File: config.mk
export PLATFORM = sky130hd
export DESIGN_NAME = rarp_address_server_table_top_flat
export DESIGN_NICKNAME = d
export VERILOG_FILES = /design/src/rast_pkg.sv /design/src/rast_if.sv /design/src/rast_ram.sv /design/src/rast_seq.sv /design/src/rast_dp.sv /design/src/rarp_address_server_table_top.sv /design/src/flat_wrapper.sv
export SDC_FILE = /design/constraint.sdc
export NUM_CORES = 2
export LEC_CHECK = 0
export BUFFER_PORTS_ARGS = -buffer_cell sky130_fd_sc_hd__buf_2
export CORE_MARGIN = 4
export CORE_UTILIZATION = 25
export CTS_CLUSTER_SIZE = 14
export DETAILED_ROUTE_END_ITERATION = 8
export PLACE_DENSITY = 0.47
export RECOVER_POWER = 50
export SYNTH_ARGS = -nofsm -noshare
export SYNTH_HDL_FRONTEND = slang
export SYNTH_SLANG_ARGS = --single-unit
File: constraint.sdc
create_clock -name clk -period 23.8 [get_ports clk]
set_input_delay 2.38 -clock clk [delete_from_list [all_inputs] [get_ports clk]]
set_output_delay 2.38 -clock clk [all_outputs]
set_load 0.02 [all_outputs]
File: src/rast_pkg.sv
// ---------------------------------------------------------------------------
// rast_pkg: shared types, codes and microcode for the RARP address server
// Control word layout, step and condition codes, status codes and the
// microprogram held as a read-only table.
// ---------------------------------------------------------------------------
`default_nettype none

package rast_pkg;

	localparam int MAC_W            = 48;
	localparam int IP_W             = 32;
	localparam int HB_W             = 8;
	localparam int PFX_W            = IP_W - HB_W;
	localparam int STATUS_W         = 3;
	localparam int CFG_IDX_W        = 2;
	localparam int CFG_DATA_W       = MAC_W;
	localparam int CFG_NUM          = 3;
	localparam int TABLE_DEPTH_DEF  = 16;

	// configuration register indexes
	localparam logic [CFG_IDX_W-1:0] REG_MY_MAC        = CFG_IDX_W'(0);
	localparam logic [CFG_IDX_W-1:0] REG_MY_IP         = CFG_IDX_W'(1);
	localparam logic [CFG_IDX_W-1:0] REG_SERVER_ENABLE = CFG_IDX_W'(CFG_NUM - 1);

	typedef enum logic [STATUS_W-1:0] {
		STAT_SENT    = 3'd0,
		STAT_LEARNED = 3'd1,
		STAT_IGNORED = 3'd2,
		STAT_OFF     = 3'd3,
		STAT_FULL    = 3'd4,
		STAT_NOFREE  = 3'd5
	} status_t;

	typedef enum logic [4:0] {
		S_IDLE,
		S_DISP,
		S_REPLY,
		S_LEARN,
		S_IGN,
		S_REQ,
		S_OFF,
		S_SRCH_CHK,
		S_SRCH_CMP,
		S_HIT,
		S_NEW,
		S_FULL,
		S_SCAN_CHK,
		S_SCAN_CMP,
		S_BUMP,
		S_NOFREE,
		S_WRITE
	} step_t;

	typedef enum logic [3:0] {
		C_NO_IN,
		C_IS_REQ,
		C_NOT_MINE,
		C_SRV_OFF,
		C_OUT_BUSY,
		C_K_END,
		C_MAC_HIT,
		C_FULL,
		C_IP_HIT,
		C_WRAP
	} cond_t;

	// one table entry: client MAC, network prefix and host byte
	typedef struct packed {
		logic [MAC_W-1:0] mac;
		logic [PFX_W-1:0] prefix;
		logic [HB_W-1:0]  hb;
	} entry_t;

	localparam int ENTRY_W = $bits(entry_t);

	// microcode word; actions fire only when the jump is not taken
	typedef struct packed {
		cond_t   cond;
		step_t   jmp;
		step_t   nxt;
		logic    accept;
		logic    clr_k;
		logic    inc_k;
		logic    init_hb;
		logic    step_hb;
		logic    wr_entry;
		logic    learn;
		logic    load_out;
		logic    src_ram;
		status_t status;
	} ucode_t;

	// sequencer to datapath
	typedef struct packed {
		logic    idle;
		logic    accept;
		logic    clr_k;
		logic    inc_k;
		logic    init_hb;
		logic    step_hb;
		logic    wr_entry;
		logic    learn;
		logic    load_out;
		logic    src_ram;
		status_t status;
	} ctrl_t;

	// datapath to sequencer
	typedef struct packed {
		logic no_in;
		logic is_req;
		logic not_mine;
		logic srv_off;
		logic out_busy;
		logic k_end;
		logic mac_hit;
		logic full;
		logic ip_hit;
		logic wrap;
	} flags_t;

	function automatic ucode_t ucode_rom(input step_t s);
		ucode_t w;
		w = '0;
		w.cond = C_OUT_BUSY;
		w.jmp  = s;
		w.nxt  = S_IDLE;
		unique case (s)
			S_IDLE: begin
				w.cond = C_NO_IN;   w.jmp = S_IDLE;     w.nxt = S_DISP;
				w.accept = 1'b1;    w.clr_k = 1'b1;
			end
			S_DISP: begin
				w.cond = C_IS_REQ;  w.jmp = S_REQ;      w.nxt = S_REPLY;
			end
			S_REPLY: begin
				w.cond = C_NOT_MINE; w.jmp = S_IGN;     w.nxt = S_LEARN;
			end
			S_LEARN: begin
				w.load_out = 1'b1;  w.learn = 1'b1;     w.status = STAT_LEARNED;
			end
			S_IGN: begin
				w.load_out = 1'b1;  w.status = STAT_IGNORED;
			end
			S_REQ: begin
				w.cond = C_SRV_OFF; w.jmp = S_OFF;      w.nxt = S_SRCH_CHK;
			end
			S_OFF: begin
				w.load_out = 1'b1;  w.status = STAT_OFF;
			end
			S_SRCH_CHK: begin
				w.cond = C_K_END;   w.jmp = S_NEW;      w.nxt = S_SRCH_CMP;
			end
			S_SRCH_CMP: begin
				w.cond = C_MAC_HIT; w.jmp = S_HIT;      w.nxt = S_SRCH_CHK;
				w.inc_k = 1'b1;
			end
			S_HIT: begin
				w.load_out = 1'b1;  w.src_ram = 1'b1;   w.status = STAT_SENT;
			end
			S_NEW: begin
				w.cond = C_FULL;    w.jmp = S_FULL;     w.nxt = S_SCAN_CHK;
				w.init_hb = 1'b1;   w.clr_k = 1'b1;
			end
			S_FULL: begin
				w.load_out = 1'b1;  w.status = STAT_FULL;
			end
			S_SCAN_CHK: begin
				w.cond = C_K_END;   w.jmp = S_WRITE;    w.nxt = S_SCAN_CMP;
			end
			S_SCAN_CMP: begin
				w.cond = C_IP_HIT;  w.jmp = S_BUMP;     w.nxt = S_SCAN_CHK;
				w.inc_k = 1'b1;
			end
			S_BUMP: begin
				w.cond = C_WRAP;    w.jmp = S_NOFREE;   w.nxt = S_SCAN_CHK;
				w.step_hb = 1'b1;   w.clr_k = 1'b1;
			end
			S_NOFREE: begin
				w.load_out = 1'b1;  w.status = STAT_NOFREE;
			end
			S_WRITE: begin
				w.load_out = 1'b1;  w.wr_entry = 1'b1;  w.status = STAT_SENT;
			end
			default: begin
				w.cond = C_NO_IN;   w.jmp = S_IDLE;     w.nxt = S_IDLE;
			end
		endcase
		return w;
	endfunction

endpackage

`default_nettype wire

File: src/rast_if.sv
// ---------------------------------------------------------------------------
// rast_if: channel interfaces of the RARP address server
// Packet input, result output and configuration write channels, each with
// valid/ready and a source and a sink modport.
// ---------------------------------------------------------------------------
`default_nettype none

interface rast_pkt_if import rast_pkg::*; ();
	logic             valid;
	logic             ready;
	logic             is_reply;
	logic [MAC_W-1:0] sender_mac;
	logic [MAC_W-1:0] target_mac;
	logic [IP_W-1:0]  target_ip;

	modport source (output valid, is_reply, sender_mac, target_mac, target_ip,
		input ready);
	modport sink (input valid, is_reply, sender_mac, target_mac, target_ip,
		output ready);
endinterface

interface rast_res_if import rast_pkg::*; ();
	logic                valid;
	logic                ready;
	logic [STATUS_W-1:0] status;
	logic [MAC_W-1:0]    dest_mac;
	logic [IP_W-1:0]     assigned_ip;
	logic [IP_W-1:0]     learned_ip;

	modport source (output valid, status, dest_mac, assigned_ip, learned_ip,
		input ready);
	modport sink (input valid, status, dest_mac, assigned_ip, learned_ip,
		output ready);
endinterface

interface rast_cfg_if import rast_pkg::*; ();
	logic                  valid;
	logic                  ready;
	logic [CFG_IDX_W-1:0]  index;
	logic [CFG_DATA_W-1:0] data;

	modport source (output valid, index, data, input ready);
	modport sink (input valid, index, data, output ready);
endinterface

`default_nettype wire

File: src/rast_ram.sv
// ---------------------------------------------------------------------------
// rast_ram: generic single-port-write, single-port-read RAM
// One write and one registered read per cycle; contents undefined at reset.
// ---------------------------------------------------------------------------
`default_nettype none

module rast_ram #(
	parameter int WIDTH = 8,
	parameter int DEPTH = 16,
	localparam int AW   = (DEPTH > 1) ? $clog2(DEPTH) : 1
) (
	input  wire             clk,
	input  wire             we,
	input  wire [AW-1:0]    waddr,
	input  wire [WIDTH-1:0] wdata,
	input  wire [AW-1:0]    raddr,
	output logic [WIDTH-1:0] rdata
);

	logic [WIDTH-1:0] mem_q [DEPTH];

	always_ff @(posedge clk) begin
		if (we) begin
			mem_q[waddr] <= wdata;
		end
		rdata <= mem_q[raddr];
	end

endmodule

`default_nettype wire

File: src/rast_seq.sv
// ---------------------------------------------------------------------------
// rast_seq: microcode sequencer
// Step counter, control store lookup and condition-driven next step.
// ---------------------------------------------------------------------------
`default_nettype none

module rast_seq import rast_pkg::*; (
	input  wire         clk,
	input  wire         arst_n,
	input  wire flags_t flags,
	output ctrl_t       ctrl
);

	step_t  step_q, step_d;
	ucode_t word;
	logic   taken;

	always_ff @(posedge clk or negedge arst_n) begin
		if (!arst_n) begin
			step_q <= S_IDLE;
		end else begin
			step_q <= step_d;
		end
	end

	always_comb begin
		word = ucode_rom(step_q);
		unique case (word.cond)
			C_NO_IN:    taken = flags.no_in;
			C_IS_REQ:   taken = flags.is_req;
			C_NOT_MINE: taken = flags.not_mine;
			C_SRV_OFF:  taken = flags.srv_off;
			C_OUT_BUSY: taken = flags.out_busy;
			C_K_END:    taken = flags.k_end;
			C_MAC_HIT:  taken = flags.mac_hit;
			C_FULL:     taken = flags.full;
			C_IP_HIT:   taken = flags.ip_hit;
			C_WRAP:     taken = flags.wrap;
			default:    taken = 1'b0;
		endcase
		step_d = taken ? word.jmp : word.nxt;

		// actions belong to the fall-through path
		ctrl.idle     = (step_q == S_IDLE);
		ctrl.accept   = word.accept   & ~taken;
		ctrl.clr_k    = word.clr_k    & ~taken;
		ctrl.inc_k    = word.inc_k    & ~taken;
		ctrl.init_hb  = word.init_hb  & ~taken;
		ctrl.step_hb  = word.step_hb  & ~taken;
		ctrl.wr_entry = word.wr_entry & ~taken;
		ctrl.learn    = word.learn    & ~taken;
		ctrl.load_out = word.load_out & ~taken;
		ctrl.src_ram  = word.src_ram;
		ctrl.status   = word.status;
	end

`ifndef NO_ASSERTIONS
	a_accept_idle: assert property (@(posedge clk) disable iff (!arst_n)
		ctrl.accept |-> step_q == S_IDLE)
		else $error("packet taken outside idle step");
	a_leave_idle: assert property (@(posedge clk) disable iff (!arst_n)
		ctrl.accept |=> step_q == S_DISP)
		else $error("sequencer did not start after a packet");
	a_load_done: assert property (@(posedge clk) disable iff (!arst_n)
		ctrl.load_out |=> step_q == S_IDLE)
		else $error("sequencer did not return to idle after a result");
`endif

endmodule

`default_nettype wire

File: src/rast_dp.sv
// ---------------------------------------------------------------------------
// rast_dp: datapath of the RARP address server
// Config registers, packet latch, table RAM, scan counter, host-byte
// generator, condition flags and the result register.
// ---------------------------------------------------------------------------
`default_nettype none

module rast_dp import rast_pkg::*; #(
	parameter int TABLE_DEPTH = TABLE_DEPTH_DEF
) (
	input  wire            clk,
	input  wire            arst_n,
	input  wire ctrl_t     ctrl,
	output flags_t         flags,
	rast_pkt_if.sink       pkt,
	rast_res_if.source     res,
	rast_cfg_if.sink       cfg
);

	localparam int CNT_W = $clog2(TABLE_DEPTH + 1);
	localparam int AW    = (TABLE_DEPTH > 1) ? $clog2(TABLE_DEPTH) : 1;

	// configuration
	logic [MAC_W-1:0] my_mac_q;
	logic [IP_W-1:0]  my_ip_q;
	logic             srv_en_q;

	// latched packet
	logic             is_reply_q;
	logic [MAC_W-1:0] sender_q;
	logic [MAC_W-1:0] target_mac_q;
	logic [IP_W-1:0]  target_ip_q;

	// table control and new-entry candidate
	logic [CNT_W-1:0] count_q;
	logic [CNT_W-1:0] k_q;
	logic [HB_W-1:0]  hb_q, first_q, step_q;
	logic [PFX_W-1:0] prefix_q;
	logic [HB_W-1:0]  step_new;
	logic [HB_W-1:0]  hb_next;

	// result register
	logic                res_valid_q;
	logic [STATUS_W-1:0] status_q;
	logic [MAC_W-1:0]    dest_q;
	logic [IP_W-1:0]     assigned_q;
	logic [IP_W-1:0]     learned_q;

	entry_t rd_entry, wr_entry;
	logic   out_busy;

	assign cfg.ready = 1'b1;
	assign pkt.ready = ctrl.idle;

	assign step_new = HB_W'(count_q) + HB_W'(1);
	assign hb_next  = hb_q + step_q;
	assign out_busy = res_valid_q & ~res.ready;

	assign wr_entry.mac    = sender_q;
	assign wr_entry.prefix = prefix_q;
	assign wr_entry.hb     = hb_q;

	rast_ram #(
		.WIDTH (ENTRY_W),
		.DEPTH (TABLE_DEPTH)
	) u_table (
		.clk   (clk),
		.we    (ctrl.wr_entry),
		.waddr (count_q[AW-1:0]),
		.wdata (wr_entry),
		.raddr (k_q[AW-1:0]),
		.rdata (rd_entry)
	);

	always_comb begin
		flags.no_in    = ~pkt.valid;
		flags.is_req   = ~is_reply_q;
		flags.not_mine = (target_mac_q != my_mac_q);
		flags.srv_off  = ~srv_en_q;
		flags.out_busy = out_busy;
		flags.k_end    = (k_q == count_q);
		flags.mac_hit  = (rd_entry.mac == sender_q);
		flags.full     = (count_q == CNT_W'(TABLE_DEPTH));
		flags.ip_hit   = (rd_entry.prefix == prefix_q) && (rd_entry.hb == hb_q);
		flags.wrap     = (hb_next == first_q);
	end

	// config registers; a learned address overwrites my_ip
	always_ff @(posedge clk or negedge arst_n) begin
		if (!arst_n) begin
			my_mac_q <= '0;
			my_ip_q  <= '0;
			srv_en_q <= 1'b0;
		end else if (cfg.valid) begin
			case (cfg.index)
				REG_MY_MAC:        my_mac_q <= cfg.data;
				REG_MY_IP:         my_ip_q  <= cfg.data[IP_W-1:0];
				REG_SERVER_ENABLE: srv_en_q <= cfg.data[0];
				default:           ;
			endcase
		end else if (ctrl.learn) begin
			my_ip_q <= target_ip_q;
		end
	end

	always_ff @(posedge clk) begin
		if (ctrl.accept) begin
			is_reply_q   <= pkt.is_reply;
			sender_q     <= pkt.sender_mac;
			target_mac_q <= pkt.target_mac;
			target_ip_q  <= pkt.target_ip;
		end
		if (ctrl.init_hb) begin
			step_q   <= step_new;
			hb_q     <= my_ip_q[HB_W-1:0] + step_new;
			first_q  <= my_ip_q[HB_W-1:0] + step_new;
			prefix_q <= my_ip_q[IP_W-1:HB_W];
		end else if (ctrl.step_hb) begin
			hb_q <= hb_next;
		end
	end

	always_ff @(posedge clk or negedge arst_n) begin
		if (!arst_n) begin
			count_q <= '0;
			k_q     <= '0;
		end else begin
			if (ctrl.wr_entry) begin
				count_q <= count_q + CNT_W'(1);
			end
			if (ctrl.clr_k) begin
				k_q <= '0;
			end else if (ctrl.inc_k) begin
				k_q <= k_q + CNT_W'(1);
			end
		end
	end

	always_ff @(posedge clk or negedge arst_n) begin
		if (!arst_n) begin
			res_valid_q <= 1'b0;
		end else if (ctrl.load_out) begin
			res_valid_q <= 1'b1;
		end else if (res.ready) begin
			res_valid_q <= 1'b0;
		end
	end

	always_ff @(posedge clk) begin
		if (ctrl.load_out) begin
			status_q   <= ctrl.status;
			dest_q     <= (ctrl.status == STAT_SENT) ? sender_q : '0;
			learned_q  <= (ctrl.status == STAT_LEARNED) ? target_ip_q : '0;
			if (ctrl.status != STAT_SENT) begin
				assigned_q <= '0;
			end else if (ctrl.src_ram) begin
				assigned_q <= {rd_entry.prefix, rd_entry.hb};
			end else begin
				assigned_q <= {prefix_q, hb_q};
			end
		end
	end

	assign res.valid       = res_valid_q;
	assign res.status      = status_q;
	assign res.dest_mac    = dest_q;
	assign res.assigned_ip = assigned_q;
	assign res.learned_ip  = learned_q;

`ifndef NO_ASSERTIONS
	a_count_range: assert property (@(posedge clk) disable iff (!arst_n)
		count_q <= CNT_W'(TABLE_DEPTH))
		else $error("entry count beyond table depth");
	a_write_room: assert property (@(posedge clk) disable iff (!arst_n)
		ctrl.wr_entry |-> count_q < CNT_W'(TABLE_DEPTH))
		else $error("table write with no free slot");
	a_count_step: assert property (@(posedge clk) disable iff (!arst_n)
		ctrl.wr_entry |=> count_q == $past(count_q) + CNT_W'(1))
		else $error("entry count did not advance on a new entry");
	a_no_overwrite: assert property (@(posedge clk) disable iff (!arst_n)
		ctrl.load_out |-> !out_busy)
		else $error("result loaded over an unread result");
	a_scan_bound: assert property (@(posedge clk) disable iff (!arst_n)
		k_q <= count_q)
		else $error("scan index ran past the valid entries");
`endif

endmodule

`default_nettype wire

File: src/rarp_address_server_table_top.sv
// Steps: a reply goes through dispatch and the owner check to its result step;
// a request costs a check and a compare step per entry searched; a new client
// adds a check and a compare step per older entry per host-byte candidate.
// Throughput: one packet at a time through the microcode sequencer; the next
// packet is taken as soon as the result is in the output register.
// Reset: sequencer to idle, config and entry count to zero; table RAM
// contents are left undefined and need no clearing pass.
// ---------------------------------------------------------------------------
// rarp_address_server_table_top: RARP address server with client table
// Microcoded sequencer over a datapath holding the client table RAM.
// ---------------------------------------------------------------------------
`default_nettype none

module rarp_address_server_table_top import rast_pkg::*; #(
	parameter int TABLE_DEPTH = TABLE_DEPTH_DEF
) (
	input wire         clk,
	input wire         arst_n,
	rast_pkt_if.sink   pkt,
	rast_res_if.source res,
	rast_cfg_if.sink   cfg
);

	// Control path: the sequencer steps through a short microprogram. Each
	// control word tests one datapath flag, jumps on it, and otherwise fires
	// its actions and moves to its fall-through step.
	ctrl_t  ctrl;
	flags_t flags;

	rast_seq u_seq (
		.clk    (clk),
		.arst_n (arst_n),
		.flags  (flags),
		.ctrl   (ctrl)
	);

	// Datapath: packet latch, config registers, table RAM with a single scan
	// index (registered read, so each table entry costs a check and a
	// compare step), host-byte candidate and the result register that
	// decouples the two channels.
	rast_dp #(
		.TABLE_DEPTH (TABLE_DEPTH)
	) u_dp (
		.clk    (clk),
		.arst_n (arst_n),
		.ctrl   (ctrl),
		.flags  (flags),
		.pkt    (pkt),
		.res    (res),
		.cfg    (cfg)
	);

endmodule

`default_nettype wire
File: src/flat_wrapper.sv
// flat-port wrapper written by rule: the top's interface ports become plain ports
module rarp_address_server_table_top_flat import rast_pkg::*;
#(
	parameter int TABLE_DEPTH = TABLE_DEPTH_DEF
)
  (clk, arst_n, pkt_valid, pkt_is_reply, pkt_sender_mac, pkt_target_mac, pkt_target_ip, pkt_ready, res_valid, res_status, res_dest_mac, res_assigned_ip, res_learned_ip, res_ready, cfg_valid, cfg_index, cfg_data, cfg_ready);
  rast_pkt_if pkt_i ();
  rast_res_if res_i ();
  rast_cfg_if cfg_i ();
  input wire clk;
  input wire arst_n;
  input wire logic [$bits(pkt_i.valid)-1:0] pkt_valid;
  input wire logic [$bits(pkt_i.is_reply)-1:0] pkt_is_reply;
  input wire logic [$bits(pkt_i.sender_mac)-1:0] pkt_sender_mac;
  input wire logic [$bits(pkt_i.target_mac)-1:0] pkt_target_mac;
  input wire logic [$bits(pkt_i.target_ip)-1:0] pkt_target_ip;
  output wire logic [$bits(pkt_i.ready)-1:0] pkt_ready;
  output wire logic [$bits(res_i.valid)-1:0] res_valid;
  output wire logic [$bits(res_i.status)-1:0] res_status;
  output wire logic [$bits(res_i.dest_mac)-1:0] res_dest_mac;
  output wire logic [$bits(res_i.assigned_ip)-1:0] res_assigned_ip;
  output wire logic [$bits(res_i.learned_ip)-1:0] res_learned_ip;
  input wire logic [$bits(res_i.ready)-1:0] res_ready;
  input wire logic [$bits(cfg_i.valid)-1:0] cfg_valid;
  input wire logic [$bits(cfg_i.index)-1:0] cfg_index;
  input wire logic [$bits(cfg_i.data)-1:0] cfg_data;
  output wire logic [$bits(cfg_i.ready)-1:0] cfg_ready;
  assign pkt_i.valid = pkt_valid;
  assign pkt_i.is_reply = pkt_is_reply;
  assign pkt_i.sender_mac = pkt_sender_mac;
  assign pkt_i.target_mac = pkt_target_mac;
  assign pkt_i.target_ip = pkt_target_ip;
  assign pkt_ready = pkt_i.ready;
  assign res_valid = res_i.valid;
  assign res_status = res_i.status;
  assign res_dest_mac = res_i.dest_mac;
  assign res_assigned_ip = res_i.assigned_ip;
  assign res_learned_ip = res_i.learned_ip;
  assign res_i.ready = res_ready;
  assign cfg_i.valid = cfg_valid;
  assign cfg_i.index = cfg_index;
  assign cfg_i.data = cfg_data;
  assign cfg_ready = cfg_i.ready;
  rarp_address_server_table_top #(.TABLE_DEPTH(TABLE_DEPTH)) u_core (.clk(clk), .arst_n(arst_n), .pkt(pkt_i), .res(res_i), .cfg(cfg_i));
endmodule
# Word level (Yosys, flattened, before mapping)
# Memories as Yosys holds them, arrays and structs flattened. A register that Yosys moved wholly into a read port is not among the register bits.
# Cells that the tools add are included.
[word_totals]
out_inout_bits = 118
rom_bits = 0
register_bits = 389
ram_bits = 1280
in_bits = 184
n_memories = 1
latch_bits = 0
[classes]
n_shift = 0
n_reduce_logical = 16
n_eq_ne = 37
n_bitwise = 14
div = 0
multipliers = 0
order_cmp = 0
muxes = 25
addsub = 5
[mem_list]
columns = ["memory", "depth", "width", "read_ports", "rd_clocked_by_memory_dff", "wr", "line_no", "text"]
rows = [
  ["u_core.u_dp.u_table.mem_q", 16, 80, 1, 1, 1, "rast_ram.sv:20", "logic [WIDTH-1:0] mem_q [DEPTH];"],
]
[ops]
columns = ["op", "n"]
rows = [
  ["$pmux 14 s11", 1],
  ["$mux 32", 4],
  ["$eq 48x48->1", 1],
  ["$ne 48x48->1", 1],
  ["$eq 5x4->1 const B", 8],
  ["$eq 24x24->1", 1],
  ["$eq 5x3->1 const B", 4],
  ["$add 8x8->8", 2],
  ["$eq 4x3->1 const B", 4],
  ["$eq 8x8->1", 2],
  ["$mux 8", 2],
  ["$mux 5", 3],
  ["$pmux 3 s5", 1],
  ["$mux 1", 13],
  ["$add 5x1->5 const B", 2],
  ["$eq 5x2->1 const B", 2],
  ["$eq 5x5->1 const B", 2],
  ["$pmux 1 s10", 1],
  ["$and 1x1->1", 9],
  ["$eq 4x2->1 const B", 2],
  ["$eq 4x4->1 const B", 2],
  ["$reduce_bool 2->1", 4],
  ["$reduce_or 7->1", 1],
  ["$add 5x1->6 const B", 1],
  ["other kinds (18)", 24],
]

# Depth between registers and ports, before layout
[logic_depth]
ltp_word = 9
depth_mapped = 13
mapped_depth_nobuf = 11

# Cells and area by module
# From an unflattened synthesis, not the netlist that was laid out.
[hier_totals]
hier_cells = 3234
hier_area_um2 = 66309.8
[by_module_without_submodules]
columns = ["mod", "area_each_um2", "cells_each", "instances"]
rows = [
  ["rast_ram", 49422.4, 2054, 1],
  ["rast_dp", 15944.0, 1059, 1],
  ["rast_seq", 943.4, 121, 1],
]

# Worst setup path after synthesis
# No wires, ideal clock.
[synth_timing]
path_kind = "input port to flip-flop"
start = "input res_ready"
end = "register u_core.u_dp.is_reply_q, enable pin"
arrival_time_ps = 15575
path_slack_ps = 7291
stages = 7
setup_time_ps = 934
path_cell_list = "nor3_1 > a311o_1 > nor3_4 > nand2b_4 > buf_6 > buf_4 > nor4_1"
[synth_rtl]
columns = ["element", "line_no", "text"]
rows = [
  ["start: declaration", "flat_wrapper.sv:23", "input wire logic [$bits(res_i.ready)-1:0] res_ready;"],
  ["end signal: assignment", "rast_dp.sv:108", "is_reply_q <= pkt.is_reply;"],
  ["end: declaration", "rast_dp.sv:29", "logic is_reply_q;"],
]

# Final worst setup path
[layout_timing]
start = "register u_core.u_dp.k_q[0]"
end = "memory u_core.u_dp.u_table.mem_q[4][59] (netlist name), enable pin"
[layout_between]
elab_chain_cells = 6
[layout_lines]
columns = ["element", "line_no", "text"]
rows = [
  ["start: declaration", "rast_dp.sv:36", "logic [CNT_W-1:0] k_q;"],
  ["start signal: assignment", "rast_dp.sv:134", "k_q <= k_q + CNT_W'(1);"],
  ["$eq 5x5->1", "rast_dp.sv:81", "flags.k_end = (k_q == count_q);"],
  ["$pmux 1 s10", "rast_seq.sv:28", "unique case (word.cond)"],
  ["$not 1->1", "rast_seq.sv:50", "ctrl.wr_entry = word.wr_entry & ~taken;"],
  ["$and 1x1->1", "rast_seq.sv:50", ""],
  ["$mux 1", "rast_ram.sv:23", "if (we) begin"],
  ["$mux 1 (implied by the code)", "rast_ram.sv:24", "mem_q[waddr] <= wdata;"],
  ["end: declaration", "rast_ram.sv:20", ""],
]
# No other way between the ends.

==> Flow_metrics.wiki <==
{| class="wikitable"
! Metric !! Value
|-
| Synth Register Bits || 1,747
|-
| Skew-Pair Late Insertion Delay || 0.85 ns
|-
| Worst-path maximum fanout || 95
|-
| Critical Path Start Type || flop
|-
| Average wire per standard cell || 23.9 µm
|-
| Met2 routed WL || 85,700 µm
|-
| Worst Skew || 0.0762 ns
|-
| Sw power || 2.28 mW
|-
| Total of cells resized after clock tree synthesis || 0
|-
| Number of primary I/O pins || 302
|-
| Unrepaired setup endpoints after global routing || false
|-
| Initial Util || 25.1%
|-
| Clock tree from TritonCTS || yes
|-
| Combined area of all synthesized cells || 0.0660 mm²
|-
| Count of vias placed by the detailed router || 30,700
|-
| Yosys synthesis warning count || 0
|-
| Vias in the first global route || 32,700
|-
| Kind of capture point of the worst setup path || flop
|-
| Placeable core area || 0.263 mm²
|-
| Placer's final routability congestion estimate || 0.763
|-
| Synthesized instance count || 3,007
|-
| Routed wire length || 171,000 µm
|-
| Final count of hold timing violations || 0
|-
| Global Route Usage Sum || 12.3%
|-
| Count of antenna-violating nets left after detailed routing || 0
|-
| Switching share of power || 27.7%
|-
| Total met3 wirelength after detailed routing || 6260 µm
|-
| Number of enable flip-flop cells after synthesis || 1,570
|-
| Final-layout worst hold slack || 0.449 ns
|-
| Highest routing layer actually used || met5
|-
| Proportion of power drawn by combinational gates || 16.2%
|-
| Residual DRC || 0
|-
| Fraction of the core area covered by cells at the end of the flow || 29.7%
|-
| Number of sinks handled by clock tree synthesis || 1,747
|-
| Proportion of power drawn by flip-flops and latches || 48.5%
|-
| Nets@finish || 3,640
|-
| Category of the critical setup timing path || reg -> reg
|-
| Count of hold buffers inserted by post-cts repair || 0
|-
| Share of flip-flops with an asynchronous set or reset || 5.55%
|-
| Die area || 0.272 mm²
|-
| Relative area change from synthesis to final layout || 18.2%
|-
| Slew at the pin closest to its max-slew limit || 8.49 ns
|-
| Final Cell Area || 0.0780 mm²
|-
| Required time of the worst setup path || 24.21 ns
|-
| CTS Buf Count || 188
|-
| Maximum resistive drop on vdd || 0.0000784 V
|-
| Distinct cell type count of the synthesized netlist || 66
|-
| Number of input and output port buffers inserted || 300
|-
| Leading cell type in the layout, fill and taps excluded || sky130_fd_sc_hd__edfxtp_1
|-
| Critical Path AT || 12.28 ns
|-
| Pin count of the biggest net entering global routing || 96
|-
| Power share of the clock group || 35.4%
|-
| Detail Placement HPWL || 100,000 µm
|-
| Failing checks || capacitance limit, slew limit
|-
| Highest clock frequency the design can meet || 84.3 MHz
|-
| Time the worst path needs with I/O delays and setup || 11.87 ns
|-
| Vertical die dimension || 522 µm
|-
| Setup violation total in the final timing report || 0
|-
| Internal cell power || 5.95 mW
|-
| Die Span X || 522 µm
|-
| Number of levels the H-tree was split into || 4
|-
| Final worst-path cycle share || 49.9%
|-
| Post-CTS clock slew at the launch and capture registers of the worst setup and hold paths || 0.06 ns
|-
| CTS root buffer || sky130_fd_sc_hd__clkbuf_16
|-
| P_leak || 24.2 nW
|-
| Number of violations reported at the end of detailed-routing iteration 0 || 2,398
|-
| Post-place instance area || 0.0721 mm²
|-
| Layout cells sized above 1 || 29.1%
|-
| First-pass GRT wire length || 244,000 µm
|-
| Relative slew slack || -466%
|-
| Top library cells by usage in the layout, fill and taps aside || 1,570 x sky130_fd_sc_hd__edfxtp_1, 400 x sky130_fd_sc_hd__mux4_2, 247 x sky130_fd_sc_hd__buf_2
|-
| Via-to-Cell Ratio || 4.31
|-
| Met1 Wirelength || 74,600 µm
|-
| Power per standard cell area || 105 mW/mm²
|-
| 1st-pass router iterations || 5
|-
| Sequential fraction of the synthesis area || 77.5%
|-
| Antenna violations before repair || 15
|-
| Number of rows in the core area || 188
|-
| Setup tns final || 0 ns
|-
| Final max-slew violation count || 526
|-
| Synthesized area per cell || 22.0 µm²
|-
| Predominant post-synthesis flop cell || sky130_fd_sc_hd__edfxtp_1
|-
| Buffer levels on the longest clock path || 3
|-
| Worst Hold Class || reg -> reg
|-
| Synthesized netlist net count || 3,210
|-
| Post-CTS Setup Inserts || 0
|-
| Overflow left after global routing || 0
|-
| Max Cap Violations || 11
|-
| Run status || finished, violations left
|}
## flip-flops by register name, indices dropped and copies added, names as in the netlist, 5 cells and up
signal,cells
u_core.u_dp.k_q,5
u_core.u_dp.count_q,5
u_core.u_dp.target_mac_q,48
u_core.u_dp.res.learned_ip,32
u_core.u_dp.hb_q,8
u_core.u_dp.res.assigned_ip,32
u_core.u_dp.step_q,6
u_core.u_dp.u_table.mem_q,1280
u_core.u_dp.prefix_q,24
u_core.u_dp.sender_q,48
u_core.u_dp.target_ip_q,32
u_core.u_dp.first_q,8
u_core.u_dp.my_mac_q,48
u_core.u_dp.res.dest_mac,48
u_core.u_dp.u_table.rdata,80
u_core.u_seq.step_q,5
u_core.u_dp.my_ip_q,32
## worst max-delay path: stages, from the launching register on
cell and delay [ns]:
sky130_fd_sc_hd__dfrtp_4 0.95, sky130_fd_sc_hd__clkbuf_1 5.92, sky130_fd_sc_hd__o21ai_0 0.78, sky130_fd_sc_hd__a32oi_1 0.52
sky130_fd_sc_hd__o32ai_2 0.19, sky130_fd_sc_hd__nor3_4 0.29, sky130_fd_sc_hd__nand2b_4 0.26, sky130_fd_sc_hd__nor2_1 0.76
sky130_fd_sc_hd__and3_4 0.90, sky130_fd_sc_hd__buf_4 0.76
## per-stage QoR
step | instances | setup slack (ns) | power (mW)
floorplan | 3007 | 7.29 | 4.88
global placement | 6762 | 17.38 | 5.42
detailed placement | 6762 | 17.34 | 5.43
CTS | 7118 | 17.81 | 8.37
global route | 7125 | 9.63 | 8.61
finish | 7127 | 11.93 | 8.23
## layer usage
metal  GRT usage (%)  vias up
li1                -    13200
met1            16.5    16600
met2            20.7      638
met3            1.99      227
met4            3.54        4
met5               0        -
## Yosys cell counts, drive strengths merged, types with 2 or more instances
cell | count | area [µm²]
edfxtp | 1570 | 47100
mux4 | 400 | 9010
xor2 | 98 | 858
dfrtp | 97 | 2430
clkbuf | 91 | 342
and2 | 88 | 551
nand2 | 85 | 327
dfxtp | 80 | 1600
xnor2 | 61 | 534
mux2 | 58 | 653
buf | 51 | 273
a21oi | 44 | 220
o21a | 35 | 263
o22a | 32 | 280
nor4 | 28 | 181
nor2 | 18 | 75.1
ha | 17 | 213
nand4 | 17 | 106
nor3 | 17 | 106
and3 | 15 | 93.8
o21ai | 13 | 65.1
inv | 12 | 45.0
nand3 | 10 | 50.1
nand2b | 8 | 57.6
mux2i | 5 | 50.1
nor2b | 5 | 31.3
o21bai | 4 | 30.0
a21o | 3 | 22.5
a32oi | 3 | 26.3
nand3b | 3 | 22.5
nor3b | 3 | 22.5
o211ai | 3 | 22.5
o31ai | 3 | 22.5
or3 | 3 | 18.8
a2111oi | 2 | 17.5
a22o | 2 | 17.5
a31oi | 2 | 12.5
fa | 2 | 40.0
o22ai | 2 | 12.5
o32ai | 2 | 25.0
## path summary, 6_finish.rpt
| kind | startpoint | to | slack (ns) | cells after the start |
|---|---|---|---|---|
| min in group asynchronous | arst_n | u_core.u_dp.my_mac_q[28] | 2.56 | 1 |
| max reg2reg | u_core.u_dp.k_q[0] | u_core.u_dp.u_table.mem_q[4][59] | 11.93 | 9 |
| max in group asynchronous | arst_n | u_core.u_dp.k_q[3] | 16.76 | 2 |
| min | u_core.u_dp.my_ip_q[27] | u_core.u_dp.prefix_q[19] | 0.45 | 0 |
| min reg2reg | u_core.u_dp.my_ip_q[27] | u_core.u_dp.prefix_q[19] | 0.45 | 0 |
| max | u_core.u_dp.k_q[0] | u_core.u_dp.u_table.mem_q[4][59] | 11.93 | 9 |
## layout make-up
type	count	area [µm²]
Clock buffer	271	5260
Tap cell	3515	4400
Multi-Input combinational cell	1105	14300
Inverter	13	48.8
Clock inverter	85	922
Antenna cell	9	22.5
Fill cell	25700	185000
Sequential cell	1747	51200
Timing Repair Buffer	382	1880
## logic make-up (layout without fill, tap and decap cells)
family | Yosys count | count (layout) | share of synthesized area [%]
muxes | 463 | 463 | 14.7
AOI/OAI and AO/OA | 159 | 159 | 1.71
and+or+nand+nor | 303 | 303 | 2.53
buffers and inverters | 155 | 751 | 1.00
xor gates and xnor gates | 160 | 160 | 2.14
other | 1 | 10 | 0.00568
DFF | 1747 | 1747 | 77.5
adders and majority gates | 19 | 19 | 0.383
## power by group through the flow
| stage | logic [mW] | registers, mW | clock network [mW] |
|---|---|---|---|
| 3_5_place_dp | 1.37 | 4.06 | 0 |
| 5_1_grt | 1.45 | 4.02 | 3.14 |
| 3_3_place_gp | 1.37 | 4.05 | 0 |
| 2_1_floorplan | 0.744 | 4.13 | 0 |
| 4_1_cts | 1.37 | 4.00 | 3.01 |
| 6_report | 1.33 | 3.99 | 2.91 |
Note: power is estimated with default switching activity, not from simulation.
